[src/rtl/core/circle_inlier_scorer_assert.svh]
// ----------------------------------------------------------------------------
// Circle inlier scorer assertion macros
// Concurrent checks that are compiled out for synthesis.
// ----------------------------------------------------------------------------
`ifndef CIRCLE_INLIER_SCORER_ASSERT_SVH
`define CIRCLE_INLIER_SCORER_ASSERT_SVH

`ifndef SYNTHESIS
`define CIS_ASSERT(lbl, prop) \
	lbl: assert property (@(posedge clk) disable iff (!arst_n) prop) \
		else $error("circle_inlier_scorer check failed");
`define CIS_ASSERT_NEXT(lbl, pre, post) \
	lbl: assert property (@(posedge clk) disable iff (!arst_n) (pre) |=> (post)) \
		else $error("circle_inlier_scorer sequence check failed");
`else
`define CIS_ASSERT(lbl, prop)
`define CIS_ASSERT_NEXT(lbl, pre, post)
`endif

`endif

[src/rtl/core/cis_pkg.sv]
// ----------------------------------------------------------------------------
// Circle inlier scorer package
// Widths, limits, register indexes and sequencer states.
// ----------------------------------------------------------------------------
package cis_pkg;

	localparam int PT_W       = 10;
	localparam int CTR_W      = 12;
	localparam int RAD_W      = 11;
	localparam int TOL_W      = 8;
	localparam int CFG_IDX_W  = 3;
	localparam int CFG_DATA_W = 12;
	localparam int DIFF_W     = 13;
	localparam int SQ_W       = 2 * DIFF_W;
	localparam int ROOT_W     = SQ_W / 2;
	localparam int REM_W      = ROOT_W + 2;
	localparam int ITER_W     = $clog2(ROOT_W);
	localparam int MAX_POINTS = 4096;
	localparam int CNT_W      = $clog2(MAX_POINTS + 1);
	localparam int LOST_W     = 13;
	localparam int ERR_W      = 20;
	localparam int ROW_W      = 16;

	localparam logic [ROW_W-1:0]  ROW_NONE  = '1;
	localparam logic [ERR_W-1:0]  ERR_MAX   = '1;
	localparam logic [ITER_W-1:0] ITER_LAST = ITER_W'(ROOT_W - 1);

	localparam logic [CFG_IDX_W-1:0] REG_CENTER_X = CFG_IDX_W'(0);
	localparam logic [CFG_IDX_W-1:0] REG_CENTER_Y = CFG_IDX_W'(1);
	localparam logic [CFG_IDX_W-1:0] REG_RADIUS   = CFG_IDX_W'(2);
	localparam logic [CFG_IDX_W-1:0] REG_TOL      = CFG_IDX_W'(3);

	typedef enum logic [6:0] {
		S_IDLE = 7'b0000001,
		S_SQX  = 7'b0000010,
		S_SQY  = 7'b0000100,
		S_ROOT = 7'b0001000,
		S_MAG  = 7'b0010000,
		S_ACC  = 7'b0100000,
		S_VERD = 7'b1000000
	} state_t;

endpackage

[src/rtl/core/circle_inlier_scorer.sv]
// ----------------------------------------------------------------------------
// Circle inlier scorer
// Scores edge points against a configured circle and emits one verdict per
// point set, using one shared multiplier and a one-bit-per-cycle square root.
// ----------------------------------------------------------------------------
// channel  direction  handshake              payload
// in       sink       in_valid / in_ready    point_x, point_y, last_point
// out      source     out_valid / out_ready  fit_ok, top_row, lost_total, error_total
// cfg      sink       cfg_valid / cfg_ready  cfg_index, cfg_data
//
// Each point passes from the request through squaring of dx and then dy on the
// shared multiplier, 13 square root iterations, deviation and update, and no new
// point is taken before the update. The last point of a set adds a verdict
// state, held while a prior verdict still waits on out_ready. Reset clears
// accumulators and registers (tolerance 4).
// cfg_ready is always high.
// ----------------------------------------------------------------------------
`include "circle_inlier_scorer_assert.svh"

module circle_inlier_scorer (
	input  logic                            clk,
	input  logic                            arst_n,
	input  logic                            in_valid,
	output logic                            in_ready,
	input  logic [cis_pkg::PT_W-1:0]        point_x,
	input  logic [cis_pkg::PT_W-1:0]        point_y,
	input  logic                            last_point,
	output logic                            out_valid,
	input  logic                            out_ready,
	output logic                            fit_ok,
	output logic [cis_pkg::ROW_W-1:0]       top_row,
	output logic [cis_pkg::LOST_W-1:0]      lost_total,
	output logic [cis_pkg::ERR_W-1:0]       error_total,
	input  logic                            cfg_valid,
	output logic                            cfg_ready,
	input  logic [cis_pkg::CFG_IDX_W-1:0]   cfg_index,
	input  logic [cis_pkg::CFG_DATA_W-1:0]  cfg_data
);

	localparam int PT_W   = cis_pkg::PT_W;
	localparam int CTR_W  = cis_pkg::CTR_W;
	localparam int RAD_W  = cis_pkg::RAD_W;
	localparam int TOL_W  = cis_pkg::TOL_W;
	localparam int DIFF_W = cis_pkg::DIFF_W;
	localparam int SQ_W   = cis_pkg::SQ_W;
	localparam int ROOT_W = cis_pkg::ROOT_W;
	localparam int REM_W  = cis_pkg::REM_W;
	localparam int ITER_W = cis_pkg::ITER_W;
	localparam int CNT_W  = cis_pkg::CNT_W;
	localparam int LOST_W = cis_pkg::LOST_W;
	localparam int ERR_W  = cis_pkg::ERR_W;
	localparam int ROW_W  = cis_pkg::ROW_W;
	localparam int VRD_W  = CNT_W + 4;
	localparam int CMP_W  = ERR_W + CNT_W;
	localparam logic [CNT_W-1:0] CNT_MAX = CNT_W'(cis_pkg::MAX_POINTS);

	cis_pkg::state_t state_q;

	logic signed [CTR_W-1:0]  center_x_q;
	logic signed [CTR_W-1:0]  center_y_q;
	logic [RAD_W-1:0]         radius_q;
	logic [TOL_W-1:0]         tol_q;

	logic signed [DIFF_W-1:0] dx_q;
	logic signed [DIFF_W-1:0] dy_q;
	logic [PT_W-1:0]          py_q;
	logic                     last_q;
	logic [SQ_W-1:0]          op_q;
	logic [ROOT_W-1:0]        root_q;
	logic [REM_W-1:0]         rem_q;
	logic [ITER_W-1:0]        iter_q;
	logic [ROOT_W-1:0]        mag_q;

	logic [CNT_W-1:0]         cnt_q;
	logic [CNT_W-1:0]         lost_q;
	logic [ERR_W-1:0]         err_q;
	logic [ROW_W-1:0]         row_q;

	logic                     out_valid_q;
	logic                     fit_ok_q;
	logic [ROW_W-1:0]         top_row_q;
	logic [LOST_W-1:0]        lost_total_q;
	logic [ERR_W-1:0]         error_total_q;

	logic                     in_req;
	logic signed [DIFF_W-1:0] mult_a;
	logic signed [SQ_W-1:0]   mult_p;
	logic [REM_W+1:0]         rem_sh;
	logic [REM_W+1:0]         trial;
	logic                     take;
	logic [ROOT_W-1:0]        rad_ext;
	logic [ROOT_W-1:0]        root_adj;
	logic                     inlier;
	logic [ERR_W:0]           err_add;
	logic [VRD_W-1:0]         lost10;
	logic [VRD_W-1:0]         cnt7;
	logic                     ok;
	logic                     verd_go;

	assign in_ready  = (state_q == cis_pkg::S_IDLE);
	assign in_req    = in_valid && in_ready;
	assign cfg_ready = 1'b1;

	// shared squaring unit
	assign mult_a = (state_q == cis_pkg::S_SQX) ? dx_q : dy_q;
	assign mult_p = mult_a * mult_a;

	// one root bit per cycle
	assign rem_sh = {rem_q, op_q[SQ_W-1 -: 2]};
	assign trial  = {2'b00, root_q, 2'b01};
	assign take   = (rem_sh >= trial);

	assign rad_ext  = ROOT_W'(radius_q);
	assign root_adj = ((root_q < rad_ext) && (rem_q != '0)) ? root_q + 1'b1 : root_q;

	assign inlier  = (mag_q < ROOT_W'(tol_q));
	assign err_add = {1'b0, err_q} + (ERR_W+1)'(mag_q);

	assign lost10  = (VRD_W'(lost_q) << 3) + (VRD_W'(lost_q) << 1);
	assign cnt7    = (VRD_W'(cnt_q) << 3) - VRD_W'(cnt_q);
	assign ok      = !(lost10 > cnt7) && !(CMP_W'(err_q) > CMP_W'(cnt_q));
	assign verd_go = !out_valid_q || out_ready;

	always_ff @(posedge clk or negedge arst_n) begin
		if (!arst_n) begin
			center_x_q <= '0;
			center_y_q <= '0;
			radius_q   <= '0;
			tol_q      <= TOL_W'(4);
		end else if (cfg_valid && cfg_ready) begin
			case (cfg_index)
				cis_pkg::REG_CENTER_X: center_x_q <= cfg_data;
				cis_pkg::REG_CENTER_Y: center_y_q <= cfg_data;
				cis_pkg::REG_RADIUS:   radius_q   <= cfg_data[RAD_W-1:0];
				cis_pkg::REG_TOL:      tol_q      <= cfg_data[TOL_W-1:0];
				default: ;
			endcase
		end
	end

	always_ff @(posedge clk or negedge arst_n) begin
		if (!arst_n) begin
			state_q     <= cis_pkg::S_IDLE;
			iter_q      <= '0;
			cnt_q       <= '0;
			lost_q      <= '0;
			err_q       <= '0;
			row_q       <= cis_pkg::ROW_NONE;
			out_valid_q <= 1'b0;
		end else begin
			if (out_valid_q && out_ready) begin
				out_valid_q <= 1'b0;
			end
			case (state_q)
				cis_pkg::S_IDLE: begin
					if (in_req) begin
						state_q <= cis_pkg::S_SQX;
					end
				end
				cis_pkg::S_SQX: begin
					state_q <= cis_pkg::S_SQY;
				end
				cis_pkg::S_SQY: begin
					iter_q  <= '0;
					state_q <= cis_pkg::S_ROOT;
				end
				cis_pkg::S_ROOT: begin
					iter_q <= iter_q + 1'b1;
					if (iter_q == cis_pkg::ITER_LAST) begin
						state_q <= cis_pkg::S_MAG;
					end
				end
				cis_pkg::S_MAG: begin
					state_q <= cis_pkg::S_ACC;
				end
				cis_pkg::S_ACC: begin
					if (inlier) begin
						err_q <= err_add[ERR_W] ? cis_pkg::ERR_MAX : err_add[ERR_W-1:0];
						if (ROW_W'(py_q) < row_q) begin
							row_q <= ROW_W'(py_q);
						end
					end else if (lost_q < CNT_MAX) begin
						lost_q <= lost_q + 1'b1;
					end
					if (cnt_q < CNT_MAX) begin
						cnt_q <= cnt_q + 1'b1;
					end
					state_q <= last_q ? cis_pkg::S_VERD : cis_pkg::S_IDLE;
				end
				cis_pkg::S_VERD: begin
					if (verd_go) begin
						out_valid_q <= 1'b1;
						cnt_q       <= '0;
						lost_q      <= '0;
						err_q       <= '0;
						row_q       <= cis_pkg::ROW_NONE;
						state_q     <= cis_pkg::S_IDLE;
					end
				end
				default: begin
					state_q <= cis_pkg::S_IDLE;
				end
			endcase
		end
	end

	always_ff @(posedge clk) begin
		if (in_req) begin
			dx_q   <= $signed({{(DIFF_W-PT_W){1'b0}}, point_x})
				- $signed({{(DIFF_W-CTR_W){center_x_q[CTR_W-1]}}, center_x_q});
			dy_q   <= $signed({{(DIFF_W-PT_W){1'b0}}, point_y})
				- $signed({{(DIFF_W-CTR_W){center_y_q[CTR_W-1]}}, center_y_q});
			py_q   <= point_y;
			last_q <= last_point;
		end
		if (state_q == cis_pkg::S_SQX) begin
			op_q <= $unsigned(mult_p);
		end else if (state_q == cis_pkg::S_SQY) begin
			op_q   <= op_q + $unsigned(mult_p);
			root_q <= '0;
			rem_q  <= '0;
		end else if (state_q == cis_pkg::S_ROOT) begin
			op_q   <= op_q << 2;
			root_q <= {root_q[ROOT_W-2:0], take};
			rem_q  <= take ? REM_W'(rem_sh - trial) : REM_W'(rem_sh);
		end
		if (state_q == cis_pkg::S_MAG) begin
			mag_q <= (root_adj >= rad_ext) ? root_adj - rad_ext : rad_ext - root_adj;
		end
		if ((state_q == cis_pkg::S_VERD) && verd_go) begin
			fit_ok_q      <= ok;
			top_row_q     <= ok ? row_q : cis_pkg::ROW_NONE;
			lost_total_q  <= LOST_W'(lost_q);
			error_total_q <= err_q;
		end
	end

	assign out_valid   = out_valid_q;
	assign fit_ok      = fit_ok_q;
	assign top_row     = top_row_q;
	assign lost_total  = lost_total_q;
	assign error_total = error_total_q;

	`CIS_ASSERT(a_lost_le_cnt, (lost_q <= cnt_q) && (cnt_q <= CNT_MAX))
	`CIS_ASSERT_NEXT(a_root_done, (state_q == cis_pkg::S_ROOT) && (iter_q == cis_pkg::ITER_LAST), state_q == cis_pkg::S_MAG)
	`CIS_ASSERT(a_ok_has_row, (out_valid_q && fit_ok_q) |-> (top_row_q != cis_pkg::ROW_NONE))

endmodule

[config.mk]
export PLATFORM = sky130hd
export DESIGN_NAME = circle_inlier_scorer
export DESIGN_NICKNAME = d
export VERILOG_FILES = /design/src/rtl/core/cis_pkg.sv /design/src/rtl/core/circle_inlier_scorer.sv
export VERILOG_INCLUDE_DIRS = /design/src /design/src/rtl/core
export SDC_FILE = /design/constraint.sdc
export NUM_CORES = 1
export LEC_CHECK = 0
export ABC_AREA = 1
export ABC_CLOCK_PERIOD_IN_PS = 17600
export BUFFER_PORTS_ARGS = -buffer_cell sky130_fd_sc_hd__buf_4
export CAP_MARGIN = 10
export CORE_MARGIN = 2
export CORE_UTILIZATION = 69
export DETAILED_ROUTE_END_ITERATION = 8
export HOLD_SLACK_MARGIN = 0.03
export PLACE_DENSITY = 0.88
export SYNTH_ARGS = -nofsm -noshare
export SYNTH_HDL_FRONTEND = slang
export SYNTH_SLANG_ARGS = --single-unit
[constraint.sdc]
create_clock -name clk -period 17.6 [get_ports clk]
set_input_delay 3.52 -clock clk [delete_from_list [all_inputs] [get_ports clk]]
set_output_delay 3.52 -clock clk [all_outputs]
set_load 0.1 [all_outputs]
* After elaboration in Yosys (flattened, before gate mapping) *
Index checks and enable logic that the tools add are counted.

word-level totals
  register bits = 271
  input port bits = 41
  output and inout port bits = 53
  word-level logic and storage cells = 122

operators by class
  add/subtract/negate cells = 13
  multipliers = 1
  order comparisons = 9
  equal/unequal tests = 19
  muxes and demuxes = 32
  bitwise operators = 1
  reduce and logical (&&, ||, !) cells = 24

operator list
  kind                   number
  $mux 13                8
  $mux 26                3
  $mux 20                3
  $pmux 13 s2            2
  $pmux 7 s7             1
  $mux 16                3
  $pmux 20 s2            1
  $add 13x1->13 const B  3
  $pmux 16 s2            1
  $mux 15                2
  $mux 7                 4
  $add 26x26->26         1
  $lt 13x13->1 const B   2
  $mul 13x13->26         1
  $sub 11x12->13         2
  $add 20x13->21         1
  $gt 20x13->1           1
  $add 16x14->17         1
  $ge 17x15->1           1
  $gt 17x17->1           1
  $sub 16x13->17         1
  $lt 10x16->1           1
  $reduce_bool 15->1     1
  $sub 15x15->15         1
  30 further kinds       53

* Logic depth before layout (Yosys ltp) *
  word-level depth = 6
  depth in mapped cells = 45
  depth with buffers taken out = 44

* Worst setup path after synthesis *
Ideal clock, no wire load.

  path kind = flip-flop to flip-flop
  start = register state_q[3]
  end = register op_q[24], data pin
  setup time = 259 ps
  data arrival time = 7,185 ps
  required time = 17,341 ps
  slack = 10,156 ps
  stages on the path, launching flop included = 37
  path buffers = 2
  period minus slack after synthesis = 7,444 ps
  cell sequence = dfrtp_1 > nor2_2 > inv_2 > nor2_2 > nand2_2 > buf_2 > nand2_1 > o21a_1 > buf_4 > nor2_1 > fa_1 > inv_1 > fa_1 > inv_1 > fa_1 > fa_1 > fa_1 > ha_1 > ha_1 > inv_1 > o21ai_0 > a21oi_1 > nand2_1 > a21oi_1 > o21ai_0 > xor2_1 > ha_1 > nand2_1 > nand2_1 > inv_1 > o21ai_0 > a211oi_1 > nand3_1 > a21oi_1 > o21ai_0 > o211ai_1 > nand2_1

on the way
  longest elaborated chain between the ends = 6
  elaborated cells on any way between the ends = 7
  those cells by class = add/sub (1); mul (1); eq/ne (2); mux (3)

ends and longest elaborated chain
  what                      RTL line                                                  source
  start: declaration        circle_inlier_scorer.sv:57                                cis_pkg::state_t state_q;
  start signal: assignment  circle_inlier_scorer.sv:143                               state_q <= cis_pkg::S_IDLE;
  start signal: assignment  circle_inlier_scorer.sv:157                               state_q <= cis_pkg::S_SQX;
  start signal: assignment  circle_inlier_scorer.sv:161                               state_q <= cis_pkg::S_SQY;
  $eq 7x2->1                circle_inlier_scorer.sv:105, circle_inlier_scorer.sv:216
  $mux 13                   circle_inlier_scorer.sv:105                               assign mult_a = (state_q == cis_pkg::S_SQX) ? dx_q : dy_q;
  $mul 13x13->26            circle_inlier_scorer.sv:106                               assign mult_p = mult_a * mult_a;
  $add 26x26->26            circle_inlier_scorer.sv:219                               op_q <= op_q + $unsigned(mult_p);
  $mux 26                   circle_inlier_scorer.sv:218                               end else if (state_q == cis_pkg::S_SQY) begin
  $mux 26 *                 circle_inlier_scorer.sv:216                               if (state_q == cis_pkg::S_SQX) begin
  end signal: assignment    circle_inlier_scorer.sv:217                               op_q <= $unsigned(mult_p);
  end signal: assignment    circle_inlier_scorer.sv:219
  end signal: assignment    circle_inlier_scorer.sv:223                               op_q <= op_q << 2;
  end: declaration          circle_inlier_scorer.sv:68                                logic [SQ_W-1:0] op_q;

Every way passes the cells marked *; elsewhere a longest branch is shown, timed or not.
A chain may end at the register's enable or synchronous reset.

* Final worst setup path *
  start = register state_q[6]
  end = register op_q[24], data pin

The elaborated chain is that of the path after synthesis.

==> flow_metrics.tcl <==
set metrics [dict create \
    outcome "complete, no violations" \
    max_stage_delay_ps 700 \
    grt_pass1_vias 20528 \
    postPlaceCellArea_sq_um 25000 \
    cts_max_path_buffers 3 \
    wl_mm 61.5 \
    cts_sinks 261 \
    clk_latency_ps 570 \
    multi_input_area_sq_um 14500 \
    final_cell_area_sq_um 26000 \
    maxCapViolations 0 \
    cts_tree "yes" \
    finalSetupViolations 0 \
    synth_seq_cells 261 \
    first_pass_iters 6 \
    rr_endpoint "op_q[24]" \
    track_usage 0.348 \
    layout_min_cycle_time_ps 9360 \
    fin_crit_sh 0.532 \
    crit_path_end_kind "flop" \
    setup_ws_ps 8240 \
    fin_skew_ps 15.3 \
    vias_per_cell 5.94 \
    busiest_layer "met2" \
    crit_cells 38 \
    worst_pin_slew_ps 1150 \
    fin_util 0.755 \
    whs_endpoint "row_q[5]" \
    cts_resized 0 \
    worstSetupStartpointType "flop" \
    avgSynthCellArea_sq_um 8.38 \
    yosysWarnings 0 \
    syn_nets 3305 \
    synth_ff_type "edfxtp_1" \
    drt_iter0_markers 1911 \
    slowest_stage "o21ai_2" \
    syn_area_sq_um 24000 \
    dpl_worst_slack_ps 8450 \
    postCtsHoldBufs 0 \
    clock.fmax_mhz 107 \
    cts_root_buf "clkbuf_16" \
    slew_viol_final 0 \
    port_buffers 92 \
    dp_hpwl_mm 47.9 \
    gp_congestion 0.927 \
    reg2reg_from "state_q[6]" \
    grt_max_degree 81 \
    grt.overflow.total 0 \
    critical_path_buf_inv_count 9 \
    core.rowCount 68 \
    met2_usage 0.582 \
    r2r_cells 38 \
    nNetsFinal 3379 \
    relSlewSlack 0.233 \
    vias 20308 \
    syn2layout_area_growth_pct 8.07 \
    hold_viol_final 0 \
    core_area_sq_um 34400 \
    antenna_found_initial 1 \
    hold_start "row_q[5]" \
    wl_per_cell_um 18.0 \
    grt_setup_unrepaired "false" \
    drcViolationCount 0 \
    ys_seq_area_frac 0.304 \
    worst-path-max-fanout 35 \
    fp.dieH_um 191 \
    critical_path.top_delay_family "adder cells" \
    async_reset_ff_frac 0.429 \
    h-tree-depth 1 \
    synthDistinctLibCells 63 \
    antenna_left 0 \
    cp.required_ps 17920 \
    cpMostUsedCell "inv_1" \
    synthCells 2867 \
    synth_edf_count 149 \
    min_path_type "flop to flop" \
    numCtsBuffers 30 \
    start_util 0.699 \
    ioPinCount 94 \
    hold_depth 2 \
    setup_tns_ps 0 \
    fillers 2415 \
    regArea_sq_um 7290 \
    cts_setup_buffers 0 \
    grt_util_met3 0.0602 \
    clkSlewWorstSetupHoldPaths_ps 70 \
    drive_above_1_share 0.0890 \
    grt_pass1_wl_mm 101 \
    fp.dieW_um 191 \
    gr-usage-met1 0.460 \
    dieArea_sq_um 36300 \
    reg2reg_slack_ps 8240 \
    path_class "flop to flop" \
    crit_arrival_ps 9680 \
]
Yosys cell counts, types with 12 or more instances:
master,count,area (sq um)
a21o_1,17,128
a21oi_1,180,901
buf_2,17,85.1
clkbuf_1,20,75.1
dfrtp_1,99,2480
dfstp_2,13,342
edfxtp_1,149,4470
fa_1,145,2900
ha_1,252,3150
inv_1,504,1890
inv_2,18,67.6
nand2_1,540,2030
nand2_2,13,81.3
nand3_1,116,581
nand4_1,28,175
nor2_1,191,717
nor2_2,14,87.6
nor3_1,41,205
nor4_1,13,81.3
o211ai_1,12,90.1
o21ai_0,176,881
o21ai_1,16,80.1
o21ai_2,13,114
or2_2,17,106
xnor2_1,45,394
xor2_1,101,885
worst reg2reg max path: cells and delay by family (launching register included):
family	cells	cell delay [ps]
buffers and inverters	9	1450
AND/OR/NAND/NOR	9	1050
flip-flops	1	430
XOR/XNOR	2	350
adder cells (fa/ha/maj)	8	3680
AO/OA/AOI/OAI	10	2170
flip-flops by register name (all words and copies together) (netlist names), 7 cells and up:
| signal | cells |
|---|---|
| tol_q | 8 |
| center_x_q | 12 |
| lost_q | 13 |
| cnt_q | 13 |
| radius_q | 11 |
| op_q | 26 |
| center_y_q | 12 |
| py_q | 10 |
| error_total | 20 |
| row_q | 11 |
| rem_q | 15 |
| dx_q | 13 |
| top_row | 11 |
| mag_q | 13 |
| lost_total | 13 |
| err_q | 20 |
| state_q | 7 |
| dy_q | 13 |
| root_q | 13 |
layout by cell type, fill, tap and decap left out, types with 17 or more instances in the layout:
| master | count |
|---|---|
| nand2_1 | 540 |
| inv_1 | 503 |
| ha_1 | 252 |
| nor2_1 | 190 |
| a21oi_1 | 180 |
| o21ai_0 | 176 |
| edfxtp_1 | 149 |
| fa_1 | 145 |
| nand3_1 | 116 |
| xor2_1 | 101 |
| dfrtp_1 | 99 |
| buf_4 | 97 |
| xnor2_1 | 45 |
| nor3_1 | 41 |
| clkbuf_16 | 33 |
| nand4_1 | 28 |
| inv_2 | 19 |
| a21o_1 | 17 |
| or2_2 | 17 |
cell type report:
type                    count  area share
repair buffers             97      0.0280
multi-input cells        2026       0.557
diodes                      1   0.0000964
inverters                 525      0.0760
flip-flops and latches    261       0.281
clock buffers              44      0.0334
well taps                 455      0.0219
clock inverters            12     0.00265
metal layers:
metal / wire [um] / up-vias
li1: - / 9469
met3: 5740 / 168
met2: 29000 / 994
met4: 2050 / 0
met5: 0 / -
met1: 24700 / 9677
metrics by stage:
step | hold slack [ps] | instances
final | 464 | 3421
after global routing | 478 | 3421
after CTS | 463 | 3420
after detailed placement | 454 | 3364
after global placement | 450 | 3364
after floorplan | 433 | 2867
cells by family (layout without fill, tap and decap cells):
kind of cell    count (synthesis)  count (layout)  synth area share
simple gates                  999             999             0.180
buf+inv                       580             678            0.0951
compound gates                483             483             0.115
fa+ha+maj                     397             397             0.252
flops                         261             261             0.304
xor+xnor                      146             146            0.0532
other cells                     1               2          0.000156
worst max path at each step:
stage / from / endpoint / slack, ps
after CTS: state_q[6] / op_q[24] / 8420
after global routing: state_q[6] / op_q[24] / 7700
after global placement: state_q[0] / op_q[24] / 8750
final: state_q[6] / op_q[24] / 8240
after floorplan: state_q[3] / op_q[24] / 10160
after detailed placement: state_q[6] / op_q[24] / 8450
Power is left out: the tool's default activity adds up to more than one toggle a clock period on the data nets, which glitch-free logic cannot reach.
